===== config.mk =====
export PLATFORM = sky130hd
export DESIGN_NAME = icov_reader
export DESIGN_NICKNAME = d
export VERILOG_FILES = /design/src/rtl/icov_pkg.sv /design/src/rtl/icov_reader.sv
export SDC_FILE = /design/constraint.sdc
export NUM_CORES = 1
export LEC_CHECK = 0
export BUFFER_PORTS_ARGS = -buffer_cell sky130_fd_sc_hd__buf_2
export CORE_MARGIN = 8
export CORE_UTILIZATION = 55
export DETAILED_ROUTE_END_ITERATION = 7
export GPL_TIMING_DRIVEN = 0
export MAX_ROUTING_LAYER = met4
export PLACE_DENSITY = 0.81
export SLEW_MARGIN = 20
export SYNTH_ARGS = -nofsm -noshare
export SYNTH_HDL_FRONTEND = slang
export SYNTH_SLANG_ARGS = --single-unit

===== constraint.sdc =====
create_clock -name clk -period 37.9 [get_ports clk]
set_input_delay 3.79 -clock clk [delete_from_list [all_inputs] [get_ports clk]]
set_output_delay 3.79 -clock clk [all_outputs]
set_load 0.03 [all_outputs]

===== src/rtl/icov_pkg.sv =====
package icov_pkg;

  localparam int LENGTH_W = 11;
  localparam int POS_FIELD_W = 16;
  localparam int POS_W = 10;
  localparam int DEPTH_W = 16;
  localparam int CMP_W = 18;
  localparam int LANES = 3;
  localparam int CFG_IDX_W = 1;

  localparam logic [LENGTH_W-1:0] LENGTH_RESET = 11'd1024;

  localparam logic REQ_ADD = 1'b0;
  localparam logic REQ_READ = 1'b1;

  localparam logic [CFG_IDX_W-1:0] CFG_USED_LENGTH = 1'd0;
  localparam logic [CFG_IDX_W-1:0] CFG_PENALIZE = 1'd1;

  typedef struct packed {
    logic                          req_type;
    logic                          reverse_strand;
    logic                          pair_match;
    logic signed [POS_FIELD_W-1:0] start_pos;
    logic signed [POS_FIELD_W-1:0] end_pos;
  } icov_in_t;

  typedef struct packed {
    logic               accepted;
    logic [POS_W-1:0]   position;
    logic [DEPTH_W-1:0] fwd_depth;
    logic [DEPTH_W-1:0] rev_depth;
    logic [DEPTH_W-1:0] combined_depth;
    logic [DEPTH_W-1:0] pair_depth;
    logic               last_position;
    logic [DEPTH_W-1:0] min_combined;
    logic [DEPTH_W-1:0] min_pair;
  } icov_out_t;

  typedef enum logic [1:0] {
    ST_CLEAR,
    ST_IDLE,
    ST_UPDATE
  } icov_state_t;

  typedef struct packed {
    logic commit;
    logic penalize;
  } icov_rd_ctl_t;

endpackage


===== src/rtl/icov_reader.sv =====
module icov_reader #(
  parameter int MAX_POSITIONS = 1024,
  parameter int COUNT_BITS = 16
) (
  input  logic                                  clk,
  input  logic                                  rst,
  input  icov_pkg::icov_rd_ctl_t                ctl,
  input  logic [icov_pkg::CMP_W-1:0]            eff_len,
  input  logic [icov_pkg::LANES*COUNT_BITS-1:0] start_word,
  input  logic [icov_pkg::LANES*COUNT_BITS-1:0] end_word,
  output logic [$clog2(MAX_POSITIONS)-1:0]      read_index,
  output logic [COUNT_BITS-1:0]                 fwd_depth,
  output logic [COUNT_BITS-1:0]                 rev_depth,
  output logic [COUNT_BITS-1:0]                 pair_depth,
  output logic [COUNT_BITS-1:0]                 combined_depth,
  output logic                                  last_position,
  output logic [COUNT_BITS-1:0]                 min_combined,
  output logic [COUNT_BITS-1:0]                 min_pair
);
  import icov_pkg::*;

  localparam int C = COUNT_BITS;
  localparam int ADDR_W = $clog2(MAX_POSITIONS);
  localparam logic [C-1:0] COUNT_MAX = {C{1'b1}};

  logic [C-1:0] run [LANES];
  logic [C-1:0] run_next [LANES];
  logic [C-1:0] depth [LANES];
  logic [C-1:0] min_c_run;
  logic [C-1:0] min_p_run;
  logic [C:0]   strand_sum;
  logic [C-1:0] disp;
  logic [C+2:0] disp4;
  logic [C+2:0] sum3;
  logic [C:0]   comb_full;
  logic [C-1:0] lo;

  // lane 2 forward, lane 1 reverse, lane 0 pair
  always_comb begin
    logic [C:0] s;
    logic [C-1:0] e;
    for (int k = 0; k < LANES; k++) begin
      s = {1'b0, run[k]} + {1'b0, start_word[k*C +: C]};
      depth[k] = s[C] ? COUNT_MAX : s[C-1:0];
      e = end_word[k*C +: C];
      run_next[k] = (depth[k] >= e) ? depth[k] - e : '0;
    end
  end

  assign fwd_depth = depth[2];
  assign rev_depth = depth[1];
  assign pair_depth = depth[0];

  assign strand_sum = {1'b0, fwd_depth} + {1'b0, rev_depth};
  assign disp = (fwd_depth > rev_depth) ? fwd_depth - rev_depth : rev_depth - fwd_depth;
  assign disp4 = {1'b0, disp, 2'b00};
  assign sum3 = {1'b0, strand_sum, 1'b0} + {2'b00, strand_sum};
  assign lo = (fwd_depth < rev_depth) ? fwd_depth : rev_depth;

  always_comb begin
    if (ctl.penalize && (disp4 > sum3)) begin
      comb_full = {lo, 1'b0};
    end else begin
      comb_full = strand_sum;
    end
  end

  assign combined_depth = comb_full[C] ? COUNT_MAX : comb_full[C-1:0];
  assign min_combined = (combined_depth < min_c_run) ? combined_depth : min_c_run;
  assign min_pair = (pair_depth < min_p_run) ? pair_depth : min_p_run;
  assign last_position = CMP_W'(read_index) >= (eff_len - CMP_W'(1));

  always_ff @(posedge clk) begin
    if (rst) begin
      read_index <= '0;
      min_c_run <= COUNT_MAX;
      min_p_run <= COUNT_MAX;
      for (int k = 0; k < LANES; k++) begin
        run[k] <= '0;
      end
    end else if (ctl.commit) begin
      if (last_position) begin
        read_index <= '0;
        min_c_run <= COUNT_MAX;
        min_p_run <= COUNT_MAX;
        for (int k = 0; k < LANES; k++) begin
          run[k] <= '0;
        end
      end else begin
        read_index <= read_index + ADDR_W'(1);
        min_c_run <= min_combined;
        min_p_run <= min_pair;
        for (int k = 0; k < LANES; k++) begin
          run[k] <= run_next[k];
        end
      end
    end
  end

endmodule

==> run summary <==
### Critical path
* Worst Path Class, Setup: in2out
* Crit path arrival time: 16.27 ns
* critical path's most frequent cell: sky130_fd_sc_hd__a21oi_1
* worst-case reg-to-reg path depth: 50
* CP Data Required Time: 34.11 ns
* kind of start point of the critical path: primary input
* slowest cell on the critical path: sky130_fd_sc_hd__o32ai_1
* CP endpoint kind: output pin
* highest fanout seen on the critical path: 10
* delay contributed by the slowest stage of the critical path: 0.64 ns

### Clock network
* worst-skew pair later-pin latency: 0.36 ns
* quantity of gates resized following cts: 0
* number of sinks driven by the clock tree: 90
* CTS Root Buffer Type: sky130_fd_sc_hd__clkbuf_16
* Clock Path Buffers: 2
* Num CTS Buffers: 9
* CTS H-tree depth: 3
* TritonCTS clock tree: built
* CTS Hold Buffers Added: 0
* Worst-path clk slew: 0.06 ns
* Post-CTS Setup Bufs: 0

### Drt
* total DRC errors in the routed layout: 0
* 1st-pass router iterations: 6
* via/cell ratio: 5.98
* average detailed-routed wire length per instance: 19.0 um
* wire length after detailed routing: 41,000 um
* via count of the routed design: 12,889
* post-detailed-route count of antenna-violating nets: 0
* Starting DRT DRC Count: 923

### GRT
* initial antenna violation count: 4
* number of global-route vias before repair: 12,807
* global-route usage over all layers: 0.290
* GRT overflow: 0
* global-route wire length before repair: 64,800 um
* largest net degree at the start of global routing: 52

### Placed design
* weighted congestion at the end of routability-driven global placement: 1.02
* detailed placement HPWL: 34,100 um
* dpl ws: 18.22 ns
* Placed Cells incl. Taps: 2,136
* port buffer count: 223

### Floorplan
* initial core utilization: 0.561
* horizontal die dimension: 168 um
* floorplan die area: 0.0282 mm^2
* die outline height: 168 um
* Core Region: 0.0226 mm^2
* std cell rows: 55
* I/O pin cnt: 225

### Job
* number of max-cap violations: 0

### Status
* status: finished clean

### STA
* endpoints failing setup: 0
* Final Slew Violations: 0
* Setup WS post-layout: 17.84 ns
* time the final worst path needs with I/O delays and setup: 20.06 ns
* Worst Tran Pin Value: 0.991 ns
* Fmax: 49.8 MHz
* number of endpoints with negative hold slack in the final report: 0
* period utilization: 0.529
* headroom to the max-slew limit: 0.332
* unrepaired setup endpoints after global routing: false
* largest clock skew in the final design: 0.0171 ns
* total negative slack for setup checks: 0 ns

### Synthesis
* total of flip-flops plus latches after synthesis: 90
* fraction of the yosys area taken by sequential cells: 0.180
* Mapped Area: 0.0127 mm^2
* number of standard cells after synthesis: 1,628
* Async S/R FF share, synth: 0
* number of synthesized flops with an enable pin: 48
* post-synthesis net count: 1,975
* most instantiated flip-flop cell in the synthesis netlist: sky130_fd_sc_hd__edfxtp_1
* yosys synthesis warning count: 0
* mean cell area of the mapped netlist: 7.81 um^2
* Netlist cell types: 83

### Finish
* Cell Count, Final, Fillers Out: 2,157
* fraction of final layout cells with drive strength greater than 1: 0.148
* total number of nets in the final design: 2,209
* Area Overhead vs Synth: 14.1%
* commonest cells after routing, fill and taps aside: sky130_fd_sc_hd__buf_2 (229), sky130_fd_sc_hd__ha_1 (219), sky130_fd_sc_hd__nor2_1 (196)
* most frequent standard cell in the layout excluding fill and tap cells: sky130_fd_sc_hd__buf_2
* Filler Cell Count: 2,003

### Min path
* instance count along the most critical hold path: 1
* path category of the worst min-delay check: reg2reg

==> state kept, by name, indices dropped and copies added (netlist names) <==
signal	count
min_p_run	16
read_index	10
min_c_run	16
run	48
==> logic make-up (layout without fill, tap and decap cells) <==
logic type                 after synthesis  in the layout  share of synthesized area
AOI/OAI and AO/OA                      463            463                      0.243
xor gates and xnor gates               116            116                     0.0817
adders and majority gates              230            230                      0.232
buffers and inverters                  232            471                     0.0709
DFF                                     90             90                      0.180
muxes                                   29             29                     0.0237
other                                    0              5                          0
and+or+nand+nor                        468            468                      0.169
==> path summary, 6_finish.rpt <==
check             slack (ns)         endpoint           start
hold reg to reg         0.46     min_p_run[9]    min_p_run[9]
setup reg to reg       25.26     min_c_run[3]      run[0][32]
setup / recovery       17.84  min_combined[2]  start_word[32]
hold / removal          0.46     min_p_run[9]    min_p_run[9]
==> routing by layer <==
metal	vias up	part of all wire	track usage	routed length [um]
met5	-	0	-	0
met4	0	0.043	0.129	1760
met3	107	0.065	0.0503	2660
met2	502	0.47	0.473	19100
met1	6022	0.43	0.348	17500
li1	6258	-	-	-
==> worst max-delay path, delay by kind of cell <==
family | cells | cell delay, ns
xor gates and xnor gates | 1 | 0.11
and+or+nand+nor | 11 | 2.44
AOI/OAI and AO/OA | 29 | 6.57
adders and majority gates | 6 | 2.04
buffers and inverters | 6 | 1.28
==> layout make-up <==
cell class / instances / area (um^2) / area share
Clock buffer: 13 / 260 / 0.0179
Multi-Input combinational cell: 1306 / 9530 / 0.657
Timing Repair Buffer: 223 / 1120 / 0.0769
Sequential cell: 90 / 2280 / 0.157
Tap cell: 285 / 357 / 0.0246
Inverter: 197 / 742 / 0.0512
Antenna cell: 5 / 12.5 / 0.000863
Clock inverter: 3 / 47.5 / 0.00328
Buffer: 35 / 161 / 0.0111
==> synth_stat cells, drive strengths merged, types with 27 or more instances <==
cell type,instances,area share
a21o,44,0.026
o21bai,27,0.016
xor2,38,0.027
ha,219,0.22
nor2,196,0.058
dfxtp,42,0.066
edfxtp,48,0.11
xnor2,78,0.055
o21a,34,0.020
nand2,97,0.029
nor3,44,0.017
a21oi,131,0.052
o21ai,91,0.036
inv,195,0.058
==> stage by stage <==
step,util,cell area [um^2],hold slack (ns)
after floorplan,-,12700,0.436
after global placement,0.626,14200,0.447
after detailed placement,0.627,14200,0.452
after CTS,0.640,14500,0.466
after global routing,0.641,14500,0.483
final,0.641,14500,0.464
Power is not shown: default switching activity piles up to over one toggle a cycle in this logic, so the estimate is an artifact.
